**src/rtl/core/smb_pkg.sv**
```systemverilog
// Types, constants and phase decode functions shared by the SMBus master.
// Depends on nothing; smb_engine and smbus_master_with_pec import it.
package smb_pkg;

   typedef enum logic [1:0] {
      MODE_START = 2'd0,
      MODE_WRITE = 2'd1,
      MODE_READ  = 2'd2,
      MODE_STOP  = 2'd3
   } smb_mode_type;

   localparam logic CSR_HOLD_LONG  = 1'b0;
   localparam logic CSR_HOLD_SHORT = 1'b1;

   localparam int unsigned CSR_WIDTH = 16;

   localparam logic [7:0] CRC_POLY = 8'h07;
   localparam logic [7:0] CRC_TOP  = 8'h80;

   localparam logic [4:0] WR_BIT_PHASES  = 5'd24;
   localparam logic [4:0] WR_ACK_RELEASE = 5'd24;
   localparam logic [4:0] WR_ACK_SAMPLE  = 5'd25;
   localparam logic [4:0] RD_BIT_PHASES  = 5'd16;
   localparam logic [4:0] RD_ACK_LOW     = 5'd16;
   localparam logic [4:0] RD_ACK_DRIVE   = 5'd17;
   localparam logic [4:0] RD_ACK_HIGH    = 5'd18;

   typedef struct packed {
      logic         cmd_valid;
      logic [1:0]   mode;
      logic [7:0]   write_data;
      logic         send_nack;
      logic         sda_in;
   } smb_cmd_type;

   typedef struct packed {
      logic         scl_out;
      logic         sda_out;
      logic         busy_res;
      logic         done_res;
      logic         nack_seen;
      logic [7:0]   read_data;
      logic [7:0]   pec;
   } smb_result_type;

   typedef struct packed {
      logic scl;
      logic sda;
      logic lng;
   } smb_drive_type;

   function automatic logic [7:0] crc_add(logic [7:0] crc, logic [7:0] b);
      logic [7:0] c;
      c = crc ^ b;
      for (int k = 0; k < 8; k++) begin
         if ((c & CRC_TOP) != 8'h00) begin
            c = (c << 1) ^ CRC_POLY;
         end else begin
            c = c << 1;
         end
      end
      return c;
   endfunction

   function automatic logic [4:0] phase_total(smb_mode_type m);
      logic [4:0] t;
      unique case (m)
         MODE_START: t = 5'd4;
         MODE_WRITE: t = 5'd27;
         MODE_READ:  t = 5'd20;
         MODE_STOP:  t = 5'd3;
      endcase
      return t;
   endfunction

   function automatic logic [1:0] wr_sub(logic [4:0] p);
      logic [1:0] s;
      case (p) inside
         5'd0, 5'd3, 5'd6, 5'd9, 5'd12, 5'd15, 5'd18, 5'd21: s = 2'd0;
         5'd1, 5'd4, 5'd7, 5'd10, 5'd13, 5'd16, 5'd19, 5'd22: s = 2'd1;
         default: s = 2'd2;
      endcase
      return s;
   endfunction

   function automatic logic [2:0] wr_bit(logic [4:0] p);
      logic [2:0] b;
      case (p) inside
         [5'd0:5'd2]:   b = 3'd7;
         [5'd3:5'd5]:   b = 3'd6;
         [5'd6:5'd8]:   b = 3'd5;
         [5'd9:5'd11]:  b = 3'd4;
         [5'd12:5'd14]: b = 3'd3;
         [5'd15:5'd17]: b = 3'd2;
         [5'd18:5'd20]: b = 3'd1;
         default:       b = 3'd0;
      endcase
      return b;
   endfunction

   function automatic smb_drive_type phase_drive(smb_mode_type m, logic [4:0] p,
                                                 logic [7:0] sb, logic nc,
                                                 logic scl, logic sda);
      smb_drive_type d;
      d.scl = scl;
      d.sda = sda;
      d.lng = 1'b1;
      unique case (m)
         MODE_START: begin
            case (p)
               5'd0:    d.sda = 1'b1;
               5'd1:    d.scl = 1'b1;
               5'd2:    d.sda = 1'b0;
               default: d.scl = 1'b0;
            endcase
         end
         MODE_WRITE: begin
            if (p < WR_BIT_PHASES) begin
               case (wr_sub(p))
                  2'd0:    d.scl = 1'b0;
                  2'd1:    d.sda = sb[wr_bit(p)];
                  default: d.scl = 1'b1;
               endcase
            end else begin
               d.lng = 1'b0;
               if (p == WR_ACK_RELEASE) begin
                  d.scl = 1'b0;
                  d.sda = 1'b1;
               end else if (p == WR_ACK_SAMPLE) begin
                  d.scl = 1'b1;
               end else begin
                  d.scl = 1'b0;
               end
            end
         end
         MODE_READ: begin
            if (p < RD_BIT_PHASES) begin
               d.lng = 1'b0;
               if (!p[0]) begin
                  d.scl = 1'b0;
                  d.sda = 1'b1;
               end else begin
                  d.scl = 1'b1;
               end
            end else if (p == RD_ACK_LOW) begin
               d.scl = 1'b0;
            end else if (p == RD_ACK_DRIVE) begin
               d.sda = nc;
            end else if (p == RD_ACK_HIGH) begin
               d.scl = 1'b1;
            end else begin
               d.scl = 1'b0;
            end
         end
         MODE_STOP: begin
            case (p)
               5'd0:    d.sda = 1'b0;
               5'd1:    d.scl = 1'b1;
               default: d.sda = 1'b1;
            endcase
         end
      endcase
      return d;
   endfunction

endpackage

```
**src/rtl/core/smb_req_if.sv**
```systemverilog
// Command channel: one beat per bus tick, valid/ready handshake.
// Depends on nothing.
interface smb_req_if;
   logic         valid;
   logic         ready;
   logic         cmd_valid;
   logic [1:0]   mode;
   logic [7:0]   write_data;
   logic         send_nack;
   logic         sda_in;

   modport source (output valid, cmd_valid, mode, write_data, send_nack, sda_in,
                   input ready);
   modport sink   (input valid, cmd_valid, mode, write_data, send_nack, sda_in,
                   output ready);
endinterface

```
**src/rtl/core/smb_rsp_if.sv**
```systemverilog
// Result channel: one beat per accepted tick, valid/ready handshake.
// Depends on nothing.
interface smb_rsp_if;
   logic         valid;
   logic         ready;
   logic         scl_out;
   logic         sda_out;
   logic         busy_res;
   logic         done_res;
   logic         nack_seen;
   logic [7:0]   read_data;
   logic [7:0]   pec;

   modport source (output valid, scl_out, sda_out, busy_res, done_res, nack_seen,
                   read_data, pec, input ready);
   modport sink   (input valid, scl_out, sda_out, busy_res, done_res, nack_seen,
                   read_data, pec, output ready);
endinterface

```
**src/rtl/core/smb_engine.sv**
```systemverilog
// Bus phase engine: command decode, phase counter, hold timer, shift byte and PEC.
// Depends on smb_pkg.
module smb_engine import smb_pkg::*; #(
   parameter int unsigned HOLD_BITS = 16
) (
   input  logic                 clock,
   input  logic                 reset,
   input  logic                 step,
   input  smb_cmd_type          cmd,
   input  logic [HOLD_BITS-1:0] hold_long,
   input  logic [HOLD_BITS-1:0] hold_short,
   output smb_result_type       result
);

   logic                 scl_lvl_ff,     scl_lvl_in;
   logic                 sda_lvl_ff,     sda_lvl_in;
   smb_mode_type         mode_ff,        mode_in;
   logic                 busy_ff,        busy_in;
   logic [4:0]           phase_ff,       phase_in;
   logic [HOLD_BITS-1:0] hold_ff,        hold_in;
   logic [7:0]           shift_ff,       shift_in;
   logic [7:0]           crc_ff,         crc_in;
   logic                 nack_ff,        nack_in;
   logic                 nack_choice_ff, nack_choice_in;
   logic [7:0]           last_read_ff,   last_read_in;
   logic                 done_in;

   logic [HOLD_BITS-1:0] hold_long_eff;
   logic [HOLD_BITS-1:0] hold_short_eff;
   logic [HOLD_BITS-1:0] hold_dec;
   logic [4:0]           phase_next;
   logic [4:0]           load_index;
   logic                 load_phase;
   logic                 cmd_end;
   smb_drive_type        drive;

   assign hold_long_eff  = (hold_long  == '0) ? HOLD_BITS'(1) : hold_long;
   assign hold_short_eff = (hold_short == '0) ? HOLD_BITS'(1) : hold_short;
   assign hold_dec       = hold_ff - HOLD_BITS'(1);
   assign phase_next     = phase_ff + 5'd1;

   always_comb begin
      scl_lvl_in     = scl_lvl_ff;
      sda_lvl_in     = sda_lvl_ff;
      mode_in        = mode_ff;
      busy_in        = busy_ff;
      phase_in       = phase_ff;
      hold_in        = hold_ff;
      shift_in       = shift_ff;
      crc_in         = crc_ff;
      nack_in        = nack_ff;
      nack_choice_in = nack_choice_ff;
      last_read_in   = last_read_ff;
      done_in        = 1'b0;
      load_phase     = 1'b0;
      load_index     = 5'd0;
      cmd_end        = 1'b0;
      if (!busy_ff) begin
         if (cmd.cmd_valid) begin
            mode_in  = smb_mode_type'(cmd.mode);
            busy_in  = 1'b1;
            phase_in = 5'd0;
            case (smb_mode_type'(cmd.mode))
               MODE_START: crc_in = 8'h00;
               MODE_WRITE: shift_in = cmd.write_data;
               MODE_READ: begin
                  shift_in       = 8'h00;
                  nack_choice_in = cmd.send_nack;
               end
               default: ;
            endcase
            load_phase = 1'b1;
         end
      end else begin
         hold_in = hold_dec;
         if (hold_dec == '0) begin
            if (mode_ff == MODE_WRITE && phase_ff == WR_ACK_SAMPLE) begin
               nack_in = cmd.sda_in;
               cmd_end = cmd.sda_in;
            end
            if (mode_ff == MODE_READ && phase_ff < RD_BIT_PHASES && phase_ff[0]) begin
               shift_in = {shift_ff[6:0], cmd.sda_in};
            end
            if (!cmd_end) begin
               phase_in = phase_next;
               if (phase_next >= phase_total(mode_ff)) begin
                  cmd_end = 1'b1;
               end else begin
                  load_phase = 1'b1;
                  load_index = phase_next;
               end
            end
            if (cmd_end) begin
               if (mode_ff == MODE_WRITE) begin
                  crc_in = crc_add(crc_ff, shift_in);
               end else if (mode_ff == MODE_READ) begin
                  last_read_in = shift_in;
                  crc_in       = crc_add(crc_ff, shift_in);
               end
               busy_in = 1'b0;
               done_in = 1'b1;
            end
         end
      end
      drive = phase_drive(mode_in, load_index, shift_in, nack_choice_in,
                          scl_lvl_ff, sda_lvl_ff);
      if (load_phase) begin
         scl_lvl_in = drive.scl;
         sda_lvl_in = drive.sda;
         hold_in    = drive.lng ? hold_long_eff : hold_short_eff;
      end
   end

   always_ff @(posedge clock) begin
      if (reset) begin
         scl_lvl_ff     <= 1'b1;
         sda_lvl_ff     <= 1'b1;
         mode_ff        <= MODE_START;
         busy_ff        <= 1'b0;
         phase_ff       <= 5'd0;
         hold_ff        <= '0;
         shift_ff       <= 8'h00;
         crc_ff         <= 8'h00;
         nack_ff        <= 1'b0;
         nack_choice_ff <= 1'b0;
         last_read_ff   <= 8'h00;
      end else if (step) begin
         scl_lvl_ff     <= scl_lvl_in;
         sda_lvl_ff     <= sda_lvl_in;
         mode_ff        <= mode_in;
         busy_ff        <= busy_in;
         phase_ff       <= phase_in;
         hold_ff        <= hold_in;
         shift_ff       <= shift_in;
         crc_ff         <= crc_in;
         nack_ff        <= nack_in;
         nack_choice_ff <= nack_choice_in;
         last_read_ff   <= last_read_in;
      end
   end

   assign result.scl_out   = scl_lvl_in;
   assign result.sda_out   = sda_lvl_in;
   assign result.busy_res  = busy_in;
   assign result.done_res  = done_in;
   assign result.nack_seen = nack_in;
   assign result.read_data = last_read_in;
   assign result.pec       = crc_in;

   a_busy_hold_nonzero: assert property (@(posedge clock) disable iff (reset)
      busy_ff |-> hold_ff != '0)
      else $error("hold timer empty while a command runs");

   a_phase_in_range: assert property (@(posedge clock) disable iff (reset)
      busy_ff |-> phase_ff < phase_total(mode_ff))
      else $error("phase index past end of sequence");

   a_busy_from_command: assert property (@(posedge clock) disable iff (reset)
      $rose(busy_ff) |-> $past(step && cmd.cmd_valid))
      else $error("command started without an offered command");

   a_finish_pulses_done: assert property (@(posedge clock) disable iff (reset)
      step && busy_ff && !busy_in |-> done_in)
      else $error("command ended without done");

endmodule

```
**src/rtl/core/smbus_master_with_pec.sv**
```systemverilog
// SMBus byte-level master with CRC-8 PEC. Each request beat is one bus tick and
// yields exactly one response beat carrying the line levels and status after that
// tick. A beat is taken every clock cycle unless the response side stalls; its
// response appears in the output register on the next cycle, and a new beat is
// taken while that response is being read out, so throughput is one tick per
// clock. Start, write, read and stop phases are held for hold_long or hold_short
// ticks (register 0 and 1). Depends on smb_pkg, smb_req_if, smb_rsp_if, smb_engine.
module smbus_master_with_pec import smb_pkg::*; #(
   parameter int unsigned HOLD_BITS = 16
) (
   input  logic                 clock,
   input  logic                 reset,
   smb_req_if.sink              req_chan,
   smb_rsp_if.source            rsp_chan,
   input  logic                 csr_we,
   input  logic                 csr_index,
   input  logic [CSR_WIDTH-1:0] csr_wdata
);

   logic [CSR_WIDTH-1:0] hold_long_ff;
   logic [CSR_WIDTH-1:0] hold_short_ff;
   logic                 rsp_valid_ff;
   smb_result_type       rsp_data_ff;
   smb_result_type       eng_result;
   smb_cmd_type          eng_cmd;
   logic                 req_accept;

   assign req_chan.ready = !rsp_valid_ff || rsp_chan.ready;
   assign req_accept     = req_chan.valid && req_chan.ready;

   assign eng_cmd.cmd_valid  = req_chan.cmd_valid;
   assign eng_cmd.mode       = req_chan.mode;
   assign eng_cmd.write_data = req_chan.write_data;
   assign eng_cmd.send_nack  = req_chan.send_nack;
   assign eng_cmd.sda_in     = req_chan.sda_in;

   always_ff @(posedge clock) begin
      if (reset) begin
         hold_long_ff  <= CSR_WIDTH'(2);
         hold_short_ff <= CSR_WIDTH'(1);
      end else if (csr_we) begin
         unique case (csr_index)
            CSR_HOLD_LONG:  hold_long_ff  <= csr_wdata;
            CSR_HOLD_SHORT: hold_short_ff <= csr_wdata;
         endcase
      end
   end

   smb_engine #(
      .HOLD_BITS (HOLD_BITS)
   ) u_engine (
      .clock      (clock),
      .reset      (reset),
      .step       (req_accept),
      .cmd        (eng_cmd),
      .hold_long  (HOLD_BITS'(hold_long_ff)),
      .hold_short (HOLD_BITS'(hold_short_ff)),
      .result     (eng_result)
   );

   always_ff @(posedge clock) begin
      if (reset) begin
         rsp_valid_ff <= 1'b0;
      end else if (req_accept) begin
         rsp_valid_ff <= 1'b1;
      end else if (rsp_chan.ready) begin
         rsp_valid_ff <= 1'b0;
      end
   end

   always_ff @(posedge clock) begin
      if (req_accept) begin
         rsp_data_ff <= eng_result;
      end
   end

   assign rsp_chan.valid     = rsp_valid_ff;
   assign rsp_chan.scl_out   = rsp_data_ff.scl_out;
   assign rsp_chan.sda_out   = rsp_data_ff.sda_out;
   assign rsp_chan.busy_res  = rsp_data_ff.busy_res;
   assign rsp_chan.done_res  = rsp_data_ff.done_res;
   assign rsp_chan.nack_seen = rsp_data_ff.nack_seen;
   assign rsp_chan.read_data = rsp_data_ff.read_data;
   assign rsp_chan.pec       = rsp_data_ff.pec;

   a_accept_fills_output: assert property (@(posedge clock) disable iff (reset)
      req_accept |=> rsp_valid_ff)
      else $error("accepted beat produced no response");

   a_done_not_busy: assert property (@(posedge clock) disable iff (reset)
      rsp_valid_ff && rsp_data_ff.done_res |-> !rsp_data_ff.busy_res)
      else $error("done reported while still busy");

   a_stall_holds_beat: assert property (@(posedge clock) disable iff (reset)
      rsp_valid_ff && !rsp_chan.ready |=> rsp_valid_ff && $stable(rsp_data_ff))
      else $error("response beat changed while stalled");

endmodule
```
**src/flat_wrapper.sv**
```systemverilog
// flat-port wrapper written by rule: the top's interface ports become plain ports
module smbus_master_with_pec_flat import smb_pkg::*;
#(
   parameter int unsigned HOLD_BITS = 16
)
  (clock, reset, csr_we, csr_index, csr_wdata, req_chan_valid, req_chan_cmd_valid, req_chan_mode, req_chan_write_data, req_chan_send_nack, req_chan_sda_in, req_chan_ready, rsp_chan_valid, rsp_chan_scl_out, rsp_chan_sda_out, rsp_chan_busy_res, rsp_chan_done_res, rsp_chan_nack_seen, rsp_chan_read_data, rsp_chan_pec, rsp_chan_ready);
  smb_req_if req_chan_i ();
  smb_rsp_if rsp_chan_i ();
  input  logic clock;
  input  logic reset;
  input  logic csr_we;
  input  logic csr_index;
  input  logic [CSR_WIDTH-1:0] csr_wdata;
  input wire logic [$bits(req_chan_i.valid)-1:0] req_chan_valid;
  input wire logic [$bits(req_chan_i.cmd_valid)-1:0] req_chan_cmd_valid;
  input wire logic [$bits(req_chan_i.mode)-1:0] req_chan_mode;
  input wire logic [$bits(req_chan_i.write_data)-1:0] req_chan_write_data;
  input wire logic [$bits(req_chan_i.send_nack)-1:0] req_chan_send_nack;
  input wire logic [$bits(req_chan_i.sda_in)-1:0] req_chan_sda_in;
  output wire logic [$bits(req_chan_i.ready)-1:0] req_chan_ready;
  output wire logic [$bits(rsp_chan_i.valid)-1:0] rsp_chan_valid;
  output wire logic [$bits(rsp_chan_i.scl_out)-1:0] rsp_chan_scl_out;
  output wire logic [$bits(rsp_chan_i.sda_out)-1:0] rsp_chan_sda_out;
  output wire logic [$bits(rsp_chan_i.busy_res)-1:0] rsp_chan_busy_res;
  output wire logic [$bits(rsp_chan_i.done_res)-1:0] rsp_chan_done_res;
  output wire logic [$bits(rsp_chan_i.nack_seen)-1:0] rsp_chan_nack_seen;
  output wire logic [$bits(rsp_chan_i.read_data)-1:0] rsp_chan_read_data;
  output wire logic [$bits(rsp_chan_i.pec)-1:0] rsp_chan_pec;
  input wire logic [$bits(rsp_chan_i.ready)-1:0] rsp_chan_ready;
  assign req_chan_i.valid = req_chan_valid;
  assign req_chan_i.cmd_valid = req_chan_cmd_valid;
  assign req_chan_i.mode = req_chan_mode;
  assign req_chan_i.write_data = req_chan_write_data;
  assign req_chan_i.send_nack = req_chan_send_nack;
  assign req_chan_i.sda_in = req_chan_sda_in;
  assign req_chan_ready = req_chan_i.ready;
  assign rsp_chan_valid = rsp_chan_i.valid;
  assign rsp_chan_scl_out = rsp_chan_i.scl_out;
  assign rsp_chan_sda_out = rsp_chan_i.sda_out;
  assign rsp_chan_busy_res = rsp_chan_i.busy_res;
  assign rsp_chan_done_res = rsp_chan_i.done_res;
  assign rsp_chan_nack_seen = rsp_chan_i.nack_seen;
  assign rsp_chan_read_data = rsp_chan_i.read_data;
  assign rsp_chan_pec = rsp_chan_i.pec;
  assign rsp_chan_i.ready = rsp_chan_ready;
  smbus_master_with_pec #(.HOLD_BITS(HOLD_BITS)) u_core (.clock(clock), .reset(reset), .req_chan(req_chan_i), .rsp_chan(rsp_chan_i), .csr_we(csr_we), .csr_index(csr_index), .csr_wdata(csr_wdata));
endmodule
```
**config.mk**
```make
export PLATFORM = sky130hd
export DESIGN_NAME = smbus_master_with_pec_flat
export DESIGN_NICKNAME = d
export VERILOG_FILES = /design/src/rtl/core/smb_pkg.sv /design/src/rtl/core/smb_req_if.sv /design/src/rtl/core/smb_rsp_if.sv /design/src/rtl/core/smb_engine.sv /design/src/rtl/core/smbus_master_with_pec.sv /design/src/flat_wrapper.sv
export SDC_FILE = /design/constraint.sdc
export NUM_CORES = 1
export LEC_CHECK = 0
export ABC_AREA = 1
export BUFFER_PORTS_ARGS = -buffer_cell sky130_fd_sc_hd__buf_2
export CAP_MARGIN = 20
export CELL_PAD_IN_SITES_DETAIL_PLACEMENT = 0
export CELL_PAD_IN_SITES_GLOBAL_PLACEMENT = 2
export CORE_UTILIZATION = 32
export CTS_CLUSTER_DIAMETER = 120
export DETAILED_ROUTE_END_ITERATION = 8
export GPL_TIMING_DRIVEN = 0
export HOLD_SLACK_MARGIN = 0.05
export PLACE_DENSITY = 0.75
export SLEW_MARGIN = 30
export SYNTH_ARGS = -nofsm -noshare
export SYNTH_HDL_FRONTEND = slang
export SYNTH_HIERARCHICAL = 1
export SYNTH_SLANG_ARGS = --single-unit
```
**constraint.sdc**
```tcl
create_clock -name clock -period 5.92 [get_ports clock]
set_clock_uncertainty 0.2 [all_clocks]
set_input_delay 0.592 -clock clock [delete_from_list [all_inputs] [get_ports clock]]
set_output_delay 0.592 -clock clock [all_outputs]
set_load 0.01 [all_outputs]
```
### After elaboration in Yosys (flattened, before gate mapping)

Index checks and enable logic that the tools add are counted.

* muxes and demuxes: 180
* magnitude comparators: 19
* equality and inequality tests: 31
* bitwise gates (word level): 17
* add/subtract/negate cells: 2
* reduce and logical (&&, ||, !) cells: 32

Operators by type and width (count)
* $mux W8: 81
* $mux W16: 5
* $mux W3: 22
* $mux W5: 11
* $logic_not A16 Y1: 3
* $eq A5 B5 Y1 const B: 9
* $not A3 Y3: 15
* $mux W1: 42
* $eq A5 B4 Y1 const B: 5
* $mux W2: 10
* $pmux W5 S4: 1
* $pmux W8 S2: 1
* $reduce_or A8 Y1: 2
* $sub A16 B1 Y16 const B: 1
* $eq A5 B3 Y1 const B: 3
* $ge A5 B4 Y1 const B: 3
* $le A5 B4 Y1 const B: 3
* $lt A5 B5 Y1 const B: 3
* $logic_and A1 B1 Y1: 11
* $eq A2 B2 Y1 const B: 5
* $eq A5 B2 Y1 const B: 2
* $le A5 B5 Y1 const B: 2
* $pmux W1 S2: 5
* $eq A2 B1 Y1 const B: 4
* other kinds (24): 32

* input bits: 35
* bits in registers: 106
* word-level logic and storage cells: 302
* output and inout port bits: 23

### Longest topological paths before layout

* depth after elaboration: 65
* gate-level depth with buffers: 30
* depth with buffers taken out: 29

### Cells and area by module

The synthesis kept the hierarchy.

By module, submodules not included
* smb_engine: times used 1, cells an instance 835, sequential area each 1041.0 um^2, area an instance 5217.5 um^2
* smbus_master_with_pec: times used 1, cells an instance 200, sequential area each 1291.2 um^2, area an instance 1920.6 um^2

### Worst setup path before layout

Ideal clock, no wire load.

* path type: reg-to-reg
* start: reg u_core.u_engine.phase_ff[0]
* end: reg u_core.rsp_data_ff (netlist bit u_core/rsp_chan.sda_out) (data pin)
* setup slack: 1657 ps
* arrival time: 3812 ps
* buffers on the path: 2
* period minus slack after synthesis: 4263 ps
* library setup time: 251 ps
* required time: 5469 ps
* stages on the path, launching flop included: 29
* cell sequence: dfxtp_1 > ha_1 > nand3_1 > xor2_1 > inv_1 > ha_1 > a21oi_1 > o21a_1 > nand3_1 > nor2_4 > clkbuf_1 > nand2_1 > inv_1 > o21ai_0 > nand2_1 > nand2_2 > inv_1 > nand4_2 > nand2_1 > nand3_1 > nand2_1 > nand2_1 > nand3_1 > nand2_1 > nand2_1 > nand2_1 > nand2_1 > nand2_2 > buf_4

* word-level cells in the longest chain between the ends: 26
* elaborated cells between the ends (all ways): 95
* those cells by class: add/sub (1); order compare (18); eq/ne (20); mux (43); reduce/logical (13)

Ends and longest elaborated chain
* start, declared: RTL line smb_engine.sv:19 `logic [4:0] phase_ff, phase_in;`
* start signal, assigned: RTL line smb_engine.sv:132 `phase_ff <= phase_in;`
* parallel branches: the longest is 25 deep, another holds $add A5 B1 Y5
* $mux W1 (*): RTL line smb_engine.sv:107 `if (load_phase) begin`
* via u_core.u_engine.sda_lvl_in: RTL line smb_engine.sv:16 `logic sda_lvl_ff, sda_lvl_in;`
* end signal, assigned: RTL line smbus_master_with_pec.sv:73 `rsp_data_ff <= eng_result;`
* end, declared: RTL line smbus_master_with_pec.sv:23 `smb_result_type rsp_data_ff;`

Mark *: on every way through the listed nets, which the timed path passes. The select of a mux whose other input is x is not followed.
A chain may end at the register's enable or synchronous reset.

### Worst setup path after layout

Same ends and word-level chain as after synthesis.

==> out/metrics.cfg <==
[status]
outcome=completed

[min_path]
hold_path.class=in -> reg
hold_depth=2
hp-start=reset
holdPathEnd=u_core/rsp_chan.valid$_SDFFE_PP0P_

[synth]
synth.top_cell.area_share_pct=23.8
avgSynthCellArea_um2=6.90
syn-cell-area_um2=7140
synth_area_leaders=dfxtp_1 (24%), nand2_1 (9.9%), edfxtp_1 (8.8%)
ys_async_sr_fraction_pct=0
ys_seq_area_share_pct=32.7
ys_ff_latch=106
synth_ff_type=dfxtp_1
synthCells=1035
synth_top_area_cell=dfxtp_1
synth_warnings=6
synth.distinct_cells=52
synth_nets=1091
synth_most_common_cell=nand2_1
synth-edff-count=21
yosys-top-cells-count=nand2_1 (188), inv_1 (135), nor2_1 (123)

[clocking]
htreeDepth=3
cts_buffers=9
post_cts_resized=0
cts_tree=yes
clk_pin_slew_ns=0.07
insertion_delay_ns=0.36
cts_root_buf=clkbuf_16
numClockSinks=106
cts_setup_buffers=0
cts_hold_buffers=0
clockBufferDepth=2

[drt]
routed_wl_um=23100
first_pass_iters=7
drtIter0Drc=413
vias=6893
wl_per_cell_um=16.7
drc_errors=0
ant_nets=0
viasPerCell=4.97

[finish]
diodes=0
area_growth_pct=13.7
drive_above_1_share_pct=13.0
layout.nets=1159

[worst_setup_path]
cp_slowest_cell=dfxtp_1
reg2reg_from=u_core/u_engine/phase_ff[0]$_SDFFE_PP0P_
r2r_cells=26
critPathBufInv=3
cp_max_fo=10
reg2reg_to=u_core/rsp_chan.sda_out$_DFFE_PP_
required_ns=5.83
critical_path.endpoint_type=flop
arrival_ns=5.41
critical_path_class=reg -> reg
path_common_cell=nand2_1
r2r_slack_ns=0.42
cpLargestDelayFamily=simple AND/OR/NAND/NOR gates
crit_path_start_kind=flop
crit_path_max_incr_delay_ns=0.53

[sta]
grt_setup_unrepaired=no
min_period_over_period_pct=92.9
setup_slack_ns=0.422
max_freq_mhz=182
setup_viol=0
slew_viol_final=0
tightest_slew_ns=0.905
period_needed_ns=5.50
final.setup.tns_ns=0
slew_headroom_pct=39.0
hold_viol=0

[die]
floorplan.initialDensity_pct=32.7
die_area_um2=22900
core_um2=21800
die_h_um=151
ios=58
die_width_um=151
rows=54

[place]
port-buffer-count=56
post-dp-hpwl_um=18300
place_ws_ns=0.451
place_congestion=0.840

[global_route]
grt_usage_pct=20.8
grt_first_pass_wirelength_um=36000
grt_max_degree=20
grt_pass1_vias=6570
antenna_found_initial=0
grt_overflow=0

[flow_run]
drv_cap=0

[power_and_ir_drop]
vdd_drop_max_v=0.000151
p_leak_nw=3.67
p_per_area_nw_per_um2=257

-- layout make-up --
| cell class | instances | area [um^2] |
|---|---|---|
| plain buffers | 44 | 230 |
| clock buffers | 11 | 264 |
| clock inverters | 5 | 42.5 |
| fillers | 2414 | 13700 |
| inverters | 141 | 536 |
| multi-input cells | 744 | 4050 |
| flip-flops and latches | 106 | 2330 |
| well taps | 280 | 350 |
| repair buffers | 57 | 308 |
-- worst max path at each step --
stage	start	endpoint	slack [ns]	cells past startpoint
3_3_place_gp	u_core/u_engine/phase_ff[0]$_SDFFE_PP0P_	u_core/rsp_chan.sda_out$_DFFE_PP_	0.47	26
3_5_place_dp	u_core/u_engine/phase_ff[0]$_SDFFE_PP0P_	u_core/rsp_chan.sda_out$_DFFE_PP_	0.45	26
2_1_floorplan	u_core/u_engine/phase_ff[0]$_SDFFE_PP0P_	u_core/rsp_chan.sda_out$_DFFE_PP_	1.66	28
4_1_cts	u_core/u_engine/phase_ff[0]$_SDFFE_PP0P_	u_core/rsp_chan.sda_out$_DFFE_PP_	0.43	26
5_1_grt	u_core/u_engine/phase_ff[0]$_SDFFE_PP0P_	u_core/rsp_chan.sda_out$_DFFE_PP_	0.06	26
6_report	u_core/u_engine/phase_ff[0]$_SDFFE_PP0P_	u_core/rsp_chan.sda_out$_DFFE_PP_	0.42	26
-- logic make-up after synthesis --
| logic type | share of synthesized area (%) |
|---|---|
| AO/OA/AOI/OAI | 18.4 |
| XOR/XNOR | 3.19 |
| adder cells (fa/ha/maj) | 3.68 |
| buffers and inverters | 10.7 |
| flip-flops | 32.7 |
| multiplexers | 0.421 |
| AND/OR/NAND/NOR | 30.9 |
-- cells in the final DEF, fill, tap and decap left out, types with 4 or more instances in the layout --
master / count
nand2_1: 188
inv_1: 135
nor2_1: 123
dfxtp_1: 85
o21ai_0: 82
a21oi_1: 78
buf_2: 63
nand3_1: 63
clkbuf_1: 22
edfxtp_1: 21
ha_1: 21
o21ai_1: 19
xor2_1: 17
o211ai_1: 15
nor4_1: 13
nor2_4: 12
nand2_2: 11
nand4_1: 11
a31oi_1: 11
clkbuf_16: 10
buf_4: 9
xnor2_1: 9
nor3_1: 8
nor2_2: 8
nand3b_1: 8
inv_2: 4
nand3_4: 4
nand3_2: 4
a221o_1: 4
-- registers in the layout (all words and copies together), names as in the netlist --
register	cells
u_core/u_engine/nack_ff	1
u_core/u_engine/last_read_ff	8
u_core/rsp_chan.busy_res	1
u_core/u_engine/sda_lvl_ff	1
u_core/u_engine/mode_ff	2
u_core/rsp_chan.sda_out	1
u_core/u_engine/phase_ff	5
u_core/rsp_chan.scl_out	1
u_core/rsp_chan.done_res	1
u_core/u_engine/nack_choice_ff	1
u_core/rsp_chan.nack_seen	1
u_core/hold_short_ff	16
u_core/u_engine/hold_ff	16
u_core/u_engine/crc_ff	8
u_core/u_engine/busy_ff	1
u_core/rsp_chan.pec	8
u_core/u_engine/scl_lvl_ff	1
u_core/rsp_chan.read_data	8
u_core/rsp_chan.valid	1
u_core/u_engine/shift_ff	8
u_core/hold_long_ff	16
-- metrics by stage --
stage	total power, mW	area [um^2]	util, %	hold slack, ns	std cells
floorplan	1.30	7140	-	0.253	1035
global placement	1.48	7770	35.6	0.272	1371
detailed placement	1.48	7810	35.8	0.279	1372
CTS	2.12	8110	37.2	0.206	1388
global route	2.22	8110	37.2	0.218	1388
finish	2.08	8110	37.2	0.221	1388
-- routing by layer --
metal / global-route usage, % / part of all wire (%) / vias to the layer above
met4: 7.10 / 2.4 / 0
met1: 26.1 / 46 / 3166
met2: 36.4 / 49 / 116
met5: 0 / 0 / -
met3: 2.71 / 3.0 / 25
li1: - / - / 3586
-- worst reg2reg max path: stages, from the launching register on --
cell      delay [ns]
dfxtp_1         0.53
ha_1            0.24
nand3_1         0.10
xor2_1          0.50
inv_1           0.36
ha_1            0.41
a21oi_1         0.16
o21a_1          0.13
nand3_1         0.15
nor2_4          0.35
clkbuf_1        0.53
o211ai_1        0.26
nand3_1         0.21
nand2_1         0.10
nand2_1         0.07
nand3_1         0.07
nor2_1          0.15
nand3_1         0.09
nand2_1         0.10
nand2_1         0.06
nand3_1         0.09
nand2_1         0.06
nand2_1         0.05
nand2_1         0.05
nand2_1         0.07
nand2_2         0.06
buf_4           0.12
-- report_power, final --
group	internal, mW	total, mW	switching (mW)
clock network	0.328	0.618	0.290
registers	0.794	0.842	0.0475
logic	0.207	0.623	0.416
No activity file was read; power rests on OpenSTA's default activity.
